### config.mk
export PLATFORM = sky130hd
export DESIGN_NAME = round_robin_task_scheduler_unit
export DESIGN_NICKNAME = d
export VERILOG_FILES = /design/src/rrts_pkg.sv /design/src/rrts_task_bank.sv /design/src/round_robin_task_scheduler_unit.sv
export SDC_FILE = /design/constraint.sdc
export NUM_CORES = 1
export LEC_CHECK = 0
export BUFFER_PORTS_ARGS = -buffer_cell sky130_fd_sc_hd__buf_4
export CAP_MARGIN = 20
export CELL_PAD_IN_SITES_DETAIL_PLACEMENT = 1
export CELL_PAD_IN_SITES_GLOBAL_PLACEMENT = 2
export CORE_ASPECT_RATIO = 0.5
export CORE_UTILIZATION = 41
export DETAILED_ROUTE_END_ITERATION = 7
export PLACE_DENSITY_LB_ADDON = 0.1
export SETUP_SLACK_MARGIN = 0.15
export SLEW_MARGIN = 20
export SYNTH_ARGS = -nofsm -noshare
export SYNTH_HDL_FRONTEND = slang
export SYNTH_SLANG_ARGS = --single-unit
### constraint.sdc
create_clock -name clk -period 6.4 [get_ports clk]
set_clock_uncertainty 0.1 [all_clocks]
set_input_delay 0.32 -clock clk [delete_from_list [all_inputs] [get_ports clk]]
set_output_delay 0.32 -clock clk [all_outputs]
set_load 0.01 [all_outputs]
### src/rrts_pkg.sv
`timescale 1ns / 1ps
// ----------------------------------------------------------------------------
// rrts_pkg: shared types and codes of the round-robin task scheduler
// Event opcodes, result status codes and the layout of one task slot entry.
// ----------------------------------------------------------------------------
package rrts_pkg;

    // Field widths that the interface fixes.
    localparam int OPCODE_W = 3;
    localparam int TASK_W   = 3;
    localparam int VALUE_W  = 16;
    localparam int STATUS_W = 2;
    localparam int COUNT_W  = 8;
    localparam int TIU_W    = 4;

    // Event opcodes.
    localparam logic [OPCODE_W-1:0] OP_TICK  = 3'd0;
    localparam logic [OPCODE_W-1:0] OP_SEND  = 3'd1;
    localparam logic [OPCODE_W-1:0] OP_WAKE  = 3'd2;
    localparam logic [OPCODE_W-1:0] OP_SLEEP = 3'd3;
    localparam logic [OPCODE_W-1:0] OP_PICK  = 3'd4;
    localparam logic [OPCODE_W-1:0] OP_DONE  = 3'd5;

    // Result status codes.
    localparam logic [STATUS_W-1:0] ST_OK          = 2'd0;
    localparam logic [STATUS_W-1:0] ST_QUEUE_FULL  = 2'd1;
    localparam logic [STATUS_W-1:0] ST_NO_RUNNABLE = 2'd2;

    // Configuration register indexes.
    localparam logic [1:0] CFG_TASKS_IN_USE = 2'd0;
    localparam logic [1:0] CFG_QUEUE_CAP    = 2'd1;
    localparam logic [1:0] CFG_WAIT_FOREVER = 2'd2;

    // State kept for one task slot.
    typedef struct packed {
        logic [VALUE_W-1:0] sleep_timer;
        logic               timer_expired;
        logic               asleep;
        logic [COUNT_W-1:0] pending_messages;
        logic [VALUE_W-1:0] wake_kind;
    } task_entry_t;

endpackage

### src/rrts_task_bank.sv
`timescale 1ns / 1ps
// ----------------------------------------------------------------------------
// rrts_task_bank: per-task state storage
// One entry per task slot, read and written back at a single shared address.
// ----------------------------------------------------------------------------
module rrts_task_bank #(
    parameter int DEPTH = 8
) (
    input  logic                       clk,
    input  logic                       rst_n,
    input  logic [$clog2(DEPTH)-1:0]   addr,
    input  logic                       wr_en,
    input  rrts_pkg::task_entry_t      wr_entry,
    output rrts_pkg::task_entry_t      rd_entry
);

    localparam int AW = $clog2(DEPTH);

    rrts_pkg::task_entry_t entry_reg [DEPTH];

    // Read port; slots past the depth read as an empty task.
    always_comb
    begin
        if ({1'b0, addr} < (AW + 1)'(DEPTH))
        begin
            rd_entry = entry_reg[addr];
        end
        else
        begin
            rd_entry = '0;
        end
    end

    // Write port; every slot starts cleared.
    always_ff @(posedge clk or negedge rst_n)
    begin
        if (!rst_n)
        begin
            for (int i = 0; i < DEPTH; i++)
            begin
                entry_reg[i] <= '0;
            end
        end
        else if (wr_en && ({1'b0, addr} < (AW + 1)'(DEPTH)))
        begin
            entry_reg[addr] <= wr_entry;
        end
    end

endmodule

### src/round_robin_task_scheduler_unit.sv
`timescale 1ns / 1ps
// ----------------------------------------------------------------------------
// round_robin_task_scheduler_unit: round-robin scheduler with sleep timers
// Event-driven task scheduler: tick, send, wake, sleep, pick and task done.
// ----------------------------------------------------------------------------
// The block takes one event at a time and returns exactly one result for it.
// All task state sits in a bank that is read and written at one slot per
// cycle by a small sequencer, so the cost of an event is set by how many slots
// it visits: send, wake, sleep, done and unknown opcodes visit one slot, tick
// visits every slot of a ring of N tasks, and pick visits the K slots that it
// checks (at most N, and 1 while switching is inhibited). The input is ready
// again once the result is handed to the output register; a waiting result
// does not block the next input transfer. Configuration writes take effect at
// once and are expected only while the block is idle.
// ----------------------------------------------------------------------------
module round_robin_task_scheduler_unit #(
    parameter int MAX_TASKS = 8
) (
    input  logic        clk,
    input  logic        rst_n,
    // Configuration write port
    input  logic        cfg_write_en,
    input  logic [1:0]  cfg_index,
    input  logic [15:0] cfg_data,
    // Event input
    input  logic        in_valid,
    output logic        in_ready,
    input  logic [2:0]  opcode,
    input  logic [2:0]  task_index,
    input  logic [15:0] value,
    input  logic        switch_permit,
    // Result output
    output logic        out_valid,
    input  logic        out_ready,
    output logic [1:0]  status,
    output logic [2:0]  chosen_task,
    output logic        had_message,
    output logic        timer_event,
    output logic [15:0] wake_kind
);

    localparam int IDX_W      = $clog2(MAX_TASKS);
    localparam int RING_W     = $clog2(MAX_TASKS + 1);
    localparam int CMP_W      = (RING_W > rrts_pkg::TIU_W) ? RING_W : rrts_pkg::TIU_W;
    localparam int IW         = (RING_W > rrts_pkg::TASK_W) ? RING_W : rrts_pkg::TASK_W;
    localparam int RESET_RING = (MAX_TASKS < 8) ? MAX_TASKS : 8;

    localparam logic [1:0] S_IDLE = 2'd0;
    localparam logic [1:0] S_RUN  = 2'd1;
    localparam logic [1:0] S_DONE = 2'd2;

    // Apply a returned or requested delay to one task entry.
    function automatic rrts_pkg::task_entry_t apply_delay(
        input rrts_pkg::task_entry_t e,
        input logic [15:0]           d,
        input logic [15:0]           forever_code
    );
        rrts_pkg::task_entry_t r;
        r = e;
        if (d == '0)
        begin
            r.timer_expired = 1'b1;
            r.sleep_timer   = '0;
        end
        else if (d == forever_code)
        begin
            r.timer_expired = 1'b0;
            r.sleep_timer   = '0;
        end
        else
        begin
            r.timer_expired = 1'b0;
            r.sleep_timer   = d;
        end
        return r;
    endfunction

    // Configuration registers
    logic [3:0]  tasks_in_use_reg;
    logic [7:0]  queue_capacity_reg;
    logic [15:0] wait_forever_reg;

    // Sequencer and scheduler registers
    logic [1:0]       state_reg, state_next;
    logic [2:0]       op_reg;
    logic [2:0]       idx_reg;
    logic [15:0]      val_reg;
    logic             permit_reg;
    logic [IDX_W-1:0] slot_reg, slot_next;
    logic [RING_W-1:0] remain_reg, remain_next;
    logic [IDX_W-1:0] cur_reg, cur_next;
    logic             sw_reg, sw_next;

    // Result being built and the output register
    logic [1:0]  res_status_reg, res_status_next;
    logic        res_had_reg, res_had_next;
    logic        res_tev_reg, res_tev_next;
    logic [15:0] res_kind_reg, res_kind_next;
    logic        out_valid_reg;
    logic [1:0]  status_reg;
    logic [2:0]  chosen_reg;
    logic        had_reg;
    logic        tev_reg;
    logic [15:0] kind_reg;

    // Bank port and helpers
    logic [IDX_W-1:0]      bank_addr;
    logic                  bank_wr_en;
    rrts_pkg::task_entry_t bank_wr;
    rrts_pkg::task_entry_t bank_rd;
    logic [CMP_W-1:0]      tiu_wide;
    logic [CMP_W-1:0]      ring_wide;
    logic [RING_W-1:0]     ring_n;
    logic [RING_W-1:0]     cur_plus;
    logic [IDX_W-1:0]      cur_succ;
    logic [IDX_W-1:0]      pick_slot;
    logic [IDX_W+2:0]      idx_slot_wide;
    logic [IDX_W+2:0]      chosen_wide;
    logic                  idx_out_of_ring;
    logic                  in_xfer;
    logic                  out_load;

    assign in_ready = (state_reg == S_IDLE);
    assign in_xfer  = in_valid && in_ready;
    assign out_load = (state_reg == S_DONE) && (!out_valid_reg || out_ready);

    // Ring size: zero acts as one, anything above the slot count is clamped.
    always_comb
    begin
        tiu_wide = CMP_W'(tasks_in_use_reg);
        if (tiu_wide == '0)
        begin
            ring_wide = CMP_W'(1);
        end
        else if (tiu_wide > CMP_W'(MAX_TASKS))
        begin
            ring_wide = CMP_W'(MAX_TASKS);
        end
        else
        begin
            ring_wide = tiu_wide;
        end
    end
    assign ring_n = ring_wide[RING_W-1:0];

    // Next task around the ring, and the slot a pick step checks.
    assign cur_plus  = RING_W'(cur_reg) + RING_W'(1);
    assign cur_succ  = (cur_plus >= ring_n) ? '0 : cur_plus[IDX_W-1:0];
    assign pick_slot = sw_reg ? cur_succ : cur_reg;

    assign idx_slot_wide   = {{IDX_W{1'b0}}, idx_reg};
    assign idx_out_of_ring = IW'(idx_reg) >= IW'(ring_n);
    assign chosen_wide     = {3'b000, cur_reg};

    // Shared slot address for the task bank.
    always_comb
    begin
        case (op_reg)
            rrts_pkg::OP_TICK:  bank_addr = slot_reg;
            rrts_pkg::OP_SEND:  bank_addr = idx_slot_wide[IDX_W-1:0];
            rrts_pkg::OP_WAKE:  bank_addr = idx_slot_wide[IDX_W-1:0];
            rrts_pkg::OP_PICK:  bank_addr = pick_slot;
            default:            bank_addr = cur_reg;
        endcase
    end

    rrts_task_bank #(
        .DEPTH (MAX_TASKS)
    ) u_bank (
        .clk      (clk),
        .rst_n    (rst_n),
        .addr     (bank_addr),
        .wr_en    (bank_wr_en),
        .wr_entry (bank_wr),
        .rd_entry (bank_rd)
    );

    // Sequencer: one slot is read, updated and written back each cycle.
    always_comb
    begin
        state_next      = state_reg;
        slot_next       = slot_reg;
        remain_next     = remain_reg;
        cur_next        = cur_reg;
        sw_next         = sw_reg;
        res_status_next = res_status_reg;
        res_had_next    = res_had_reg;
        res_tev_next    = res_tev_reg;
        res_kind_next   = res_kind_reg;
        bank_wr_en      = 1'b0;
        bank_wr         = bank_rd;

        case (state_reg)
            S_IDLE:
            begin
                if (in_xfer)
                begin
                    state_next      = S_RUN;
                    slot_next       = '0;
                    res_status_next = rrts_pkg::ST_OK;
                    res_had_next    = 1'b0;
                    res_tev_next    = 1'b0;
                    res_kind_next   = '0;
                    if (opcode == rrts_pkg::OP_PICK && !sw_reg)
                    begin
                        remain_next = RING_W'(1);
                    end
                    else
                    begin
                        remain_next = ring_n;
                    end
                end
            end

            S_RUN:
            begin
                state_next = S_DONE;
                case (op_reg)
                    rrts_pkg::OP_TICK:
                    begin
                        // Count down one nonzero timer per cycle.
                        if (bank_rd.sleep_timer != '0)
                        begin
                            bank_wr_en          = 1'b1;
                            bank_wr.sleep_timer = bank_rd.sleep_timer - 16'd1;
                            if (bank_rd.sleep_timer == 16'd1)
                            begin
                                bank_wr.timer_expired = 1'b1;
                            end
                        end
                        if (remain_reg != RING_W'(1))
                        begin
                            state_next  = S_RUN;
                            slot_next   = slot_reg + IDX_W'(1);
                            remain_next = remain_reg - RING_W'(1);
                        end
                    end

                    rrts_pkg::OP_SEND:
                    begin
                        if (idx_out_of_ring ||
                            bank_rd.pending_messages >= queue_capacity_reg)
                        begin
                            res_status_next = rrts_pkg::ST_QUEUE_FULL;
                        end
                        else
                        begin
                            bank_wr_en               = 1'b1;
                            bank_wr.pending_messages = bank_rd.pending_messages + 8'd1;
                        end
                    end

                    rrts_pkg::OP_WAKE:
                    begin
                        if (!idx_out_of_ring && bank_rd.asleep && !bank_rd.timer_expired)
                        begin
                            bank_wr_en            = 1'b1;
                            bank_wr.timer_expired = 1'b1;
                            bank_wr.wake_kind     = val_reg;
                        end
                    end

                    rrts_pkg::OP_SLEEP:
                    begin
                        bank_wr_en        = 1'b1;
                        bank_wr           = apply_delay(bank_rd, val_reg, wait_forever_reg);
                        bank_wr.asleep    = 1'b1;
                        bank_wr.wake_kind = '0;
                        sw_next           = permit_reg;
                    end

                    rrts_pkg::OP_DONE:
                    begin
                        bank_wr_en = 1'b1;
                        bank_wr    = apply_delay(bank_rd, val_reg, wait_forever_reg);
                    end

                    rrts_pkg::OP_PICK:
                    begin
                        // Check one candidate per cycle; stop at the first runnable one.
                        cur_next = pick_slot;
                        if (bank_rd.asleep && bank_rd.timer_expired)
                        begin
                            bank_wr_en            = 1'b1;
                            bank_wr.sleep_timer   = '0;
                            bank_wr.timer_expired = 1'b0;
                            bank_wr.asleep        = 1'b0;
                            sw_next               = 1'b1;
                            res_tev_next          = 1'b1;
                        end
                        else if (!bank_rd.asleep &&
                                 (bank_rd.pending_messages != '0 || bank_rd.timer_expired))
                        begin
                            bank_wr_en   = 1'b1;
                            res_tev_next = bank_rd.timer_expired;
                        end

                        if (bank_wr_en)
                        begin
                            if (bank_rd.pending_messages != '0)
                            begin
                                bank_wr.pending_messages = bank_rd.pending_messages - 8'd1;
                                res_had_next             = 1'b1;
                            end
                            res_kind_next   = bank_rd.wake_kind;
                            res_status_next = rrts_pkg::ST_OK;
                        end
                        else if (remain_reg != RING_W'(1))
                        begin
                            state_next  = S_RUN;
                            remain_next = remain_reg - RING_W'(1);
                        end
                        else
                        begin
                            res_status_next = rrts_pkg::ST_NO_RUNNABLE;
                        end
                    end

                    default:
                    begin
                        bank_wr_en = 1'b0;
                    end
                endcase
            end

            S_DONE:
            begin
                if (out_load)
                begin
                    state_next = S_IDLE;
                end
            end

            default:
            begin
                state_next = S_IDLE;
            end
        endcase
    end

    // Configuration registers.
    always_ff @(posedge clk or negedge rst_n)
    begin
        if (!rst_n)
        begin
            tasks_in_use_reg   <= 4'd8;
            queue_capacity_reg <= 8'd16;
            wait_forever_reg   <= 16'hFFFF;
        end
        else if (cfg_write_en)
        begin
            case (cfg_index)
                rrts_pkg::CFG_TASKS_IN_USE: tasks_in_use_reg   <= cfg_data[3:0];
                rrts_pkg::CFG_QUEUE_CAP:    queue_capacity_reg <= cfg_data[7:0];
                rrts_pkg::CFG_WAIT_FOREVER: wait_forever_reg   <= cfg_data;
                default:                    tasks_in_use_reg   <= tasks_in_use_reg;
            endcase
        end
    end

    // Sequencer control and scheduler state.
    always_ff @(posedge clk or negedge rst_n)
    begin
        if (!rst_n)
        begin
            state_reg      <= S_IDLE;
            slot_reg       <= '0;
            remain_reg     <= '0;
            cur_reg        <= IDX_W'(RESET_RING - 1);
            sw_reg         <= 1'b1;
            res_status_reg <= rrts_pkg::ST_OK;
            res_had_reg    <= 1'b0;
            res_tev_reg    <= 1'b0;
            res_kind_reg   <= '0;
        end
        else
        begin
            state_reg      <= state_next;
            slot_reg       <= slot_next;
            remain_reg     <= remain_next;
            cur_reg        <= cur_next;
            sw_reg         <= sw_next;
            res_status_reg <= res_status_next;
            res_had_reg    <= res_had_next;
            res_tev_reg    <= res_tev_next;
            res_kind_reg   <= res_kind_next;
        end
    end

    // Captured event fields.
    always_ff @(posedge clk)
    begin
        if (in_xfer)
        begin
            op_reg     <= opcode;
            idx_reg    <= task_index;
            val_reg    <= value;
            permit_reg <= switch_permit;
        end
    end

    // Output register: holds a finished result until its transfer.
    always_ff @(posedge clk or negedge rst_n)
    begin
        if (!rst_n)
        begin
            out_valid_reg <= 1'b0;
        end
        else if (out_load)
        begin
            out_valid_reg <= 1'b1;
        end
        else if (out_ready)
        begin
            out_valid_reg <= 1'b0;
        end
    end

    always_ff @(posedge clk)
    begin
        if (out_load)
        begin
            status_reg <= res_status_reg;
            chosen_reg <= chosen_wide[2:0];
            had_reg    <= res_had_reg;
            tev_reg    <= res_tev_reg;
            kind_reg   <= res_kind_reg;
        end
    end

    assign out_valid   = out_valid_reg;
    assign status      = status_reg;
    assign chosen_task = chosen_reg;
    assign had_message = had_reg;
    assign timer_event = tev_reg;
    assign wake_kind   = kind_reg;

endmodule

==> flow_summary_export.csv <==
group,metric,value,unit
placed_design,gp_congestion,0.921,
die,io_pins,71,
clock_network,cts_tree,"yes",
drt,wire_per_inst,26.5,µm
timing,drv_slew,0,
critical_path,cp_max_fo,38,
run,drv_cap,0,
die,die_h,167,µm
synthesis,yosys-top-cells-count,"nand2_1, dfrtp_1, o21ai_0, a21oi_1, nand3_1",
final_layout,post-route-util,0.494,
synthesis,synth.top_cell.area_share,0.423,
die,rows,59,
critical_path,cp.required,6730,ps
critical_path,criticalPathCategory,"flop to flop",
final_layout,area_growth,17.2,%
pwr,vdd_drop_max,0.203,mV
global_routing,antenna_found_initial,2,
global_routing,grt_start_max_net_pins,123,
synthesis,synth_edf_count,46,
timing,worstMarginPinSlew,1200,ps
synthesis,ys_top_cells_by_area,"dfrtp_1, nand2_1, o21ai_0, edfxtp_1, dfstp_2",
pwr,p_per_area,504,nW/µm²
synthesis,avgSynthCellArea,9.54,µm²
synthesis,ys_warn_count,0,
critical_path,worstReg2RegStart,"cur_reg[0]",
final_layout,register_area,11400,µm²
clock_network,htreeDepth,2,
timing,rsz0062_at_grt,"no",
global_routing,gr-usage-all-layers,0.304,
die,initial_core_util,0.421,
timing,finalCritPeriodShare,0.919,
clock_network,cts_buffers,43,
worst_hold_path,hp-class,"input pin to flop",
clock_network,clkTransAtPathRegs,70,ps
critical_path,cp-start-kind,"flop",
outcome,status,"finished clean",
drt,route.detailed.drc,0,
drt,routed_wl,84600,µm
clock_network,clkSinkCount,444,
placed_design,port_buffers,70,
synthesis,synthDistinctLibCells,105,
die,die_area,55300,µm²
timing,period_needed,5880,ps
critical_path,worstSetupEndpointType,"flop",
synthesis,synth_compound_gate_area_share,0.210,
synthesis,synth_nets,2403,
drt,drt_iter0_drc,1765,
synthesis,syn-instance-count,2333,
synthesis,yosysSeqAreaShare,0.511,
pwr,p_leak,0.0111,µW
synthesis,synth_area_leader_cell,"dfrtp_1",
clock_network,clkLatencyLatePin,590,ps
timing,fmax,170,MHz
drt,via_count,19400,
final_layout,nets,2534,
timing,finalSetupTns,0,ps
critical_path,regToRegEndpoint,"u_bank.entry_reg[156]",
timing,setup_viol,0,
worst_hold_path,min_to,"tasks_in_use_reg[3]",
synthesis,syn-cell-area,22200,µm²
drt,ant_nets,0,
clock_network,cts_root_buffer,"clkbuf_16",
synthesis,ys.flop_type,"dfrtp_1",
drt,routed_via_density,6.06,
drt,drt-pass1-iter-count,6,
worst_hold_path,holdPathStages,4,
placed_design,dp_hpwl,56800,µm
final_layout,largest_register_ffs,336,
die,core,52800,µm²
critical_path,r2r_setup_slack,520,ps
critical_path,crit_arrival,6210,ps
timing,hold_viol,0,
final_layout,multi_input_area,10100,µm²
global_routing,grt-ovfl-total,0,
pwr,finalPower,13100,µW
global_routing,grt_pass1_wl,128000,µm
synthesis,synth_top_family_by_area,"compound AO/OA/AOI/OAI gates",
global_routing,grt_pass1_vias,19800,
clock_network,cts_buffer_depth,3,
synthesis,synth-seq-cells,444,
synthesis,synthSimpleGateAreaFrac,0.167,
synthesis,synthMuxAreaShare,0.0436,
critical_path,r2r_cells,17,
synthesis,synth_xor_area_frac,0.00906,
synthesis,synth_fa_ha_area_frac,0.0139,
worst_hold_path,hp-start,"cfg_index[0]",
final_layout,fillers,5948,
timing,max_slew_margin,0.200,
die,die_width,331,µm
synthesis,synthArstFlopShare,0.896,
final_layout,drive_gt1_frac,0.173,
synthesis,yosysMostFrequentCell,"nand2_1",
-- placed cells by master (no fill, tap or decap), drive strengths merged, types with 14 or more instances in the layout --
master / instances
nand2: 462
dfrtp: 376
o21ai: 344
buf: 210
a21oi: 116
nand3: 106
nor2: 106
clkbuf: 62
mux2: 50
edfxtp: 46
dlygate4sd3: 41
a211oi: 40
inv: 37
mux2i: 34
and3: 28
nor3: 27
ha: 24
dfstp: 22
a22oi: 22
a31oi: 21
xnor2: 20
o31ai: 19
nand4: 18
a22o: 17
o211ai: 15
clkinv: 15
nor4: 14
-- routing by layer --
| layer | up-vias | GRT usage | share of wire |
|---|---|---|---|
| met5 | - | 0 | 0 |
| met4 | 0 | 0.0681 | 0.022 |
| met3 | 123 | 0.0432 | 0.064 |
| met2 | 551 | 0.471 | 0.44 |
| met1 | 10000 | 0.450 | 0.47 |
| li1 | 8661 | - | - |
-- how the worst max path moves through the flow --
stage                        startpoint                    end  slack, ps  cells past startpoint
finish                       cur_reg[0]  u_bank.entry_reg[156]        520                     17
global route        tasks_in_use_reg[3]  u_bank.entry_reg[119]        200                     22
detailed placement  tasks_in_use_reg[3]   u_bank.entry_reg[68]        120                     22
CTS                 tasks_in_use_reg[3]  u_bank.entry_reg[205]        180                     24
global placement             cur_reg[0]   u_bank.entry_reg[81]        310                     21
floorplan                    cur_reg[0]  u_bank.entry_reg[291]        810                     25
-- area by class of cell --
cell class,instances,share of cell area
diodes,1,0.0000959
clock buffers,60,0.0469
clock inverters,18,0.00465
inverters,37,0.00532
multi-input cells,1685,0.388
flip-flops and latches,444,0.436
well taps,701,0.0336
repair buffers,253,0.0856
-- cell families (layout without fill, tap and decap cells) --
group,after synthesis,in the layout
AND/OR/NAND/NOR,823,823
XOR/XNOR,23,23
other,0,1
multiplexers,87,87
AO/OA/AOI/OAI,727,727
flip-flops,444,444
buffers and inverters,204,368
adder cells (fa/ha/maj),25,25
-- per-stage QoR --
step | area (µm²) | hold slack (ps) | cells | worst slack, ps
3_5_place_dp | 24100 | 334 | 3069 | 123
2_1_floorplan | 22200 | -75.6 | 2333 | 808
4_1_cts | 25800 | 45.1 | 3188 | 177
6_report | 26100 | 84.2 | 3199 | 519
3_3_place_gp | 24100 | 329 | 3069 | 307
5_1_grt | 26100 | 98.1 | 3198 | 203
-- power by group --
group	switching [µW]	internal [µW]
Combinational	4220	2130
Clock	1190	1380
Sequential	569	3660
-- worst max-delay path, stage by stage, from the launching register on --
cell	delay, ps
dfstp_2	630
ha_1	310
ha_1	300
o211ai_1	260
o211ai_1	140
buf_4	190
o211ai_4	290
nand2_2	210
buf_4	400
a2111oi_0	680
a211o_1	330
nand4_4	190
or2_1	330
o31ai_4	670
a31oi_1	280
buf_4	250
nor2_1	100
a21oi_1	50
-- timing repair --
action | in CTS | in global routing
gates cloned | 0 | 2
hold endpoints to repair | 138 | 0
endpoints found under the setup margin | 4 | 336
pin swaps | 0 | 3
setup buffers | 0 | 8
resized for setup | 2 | 37
hold buffers | 41 | 0
(Power assumes the default switching activity.)
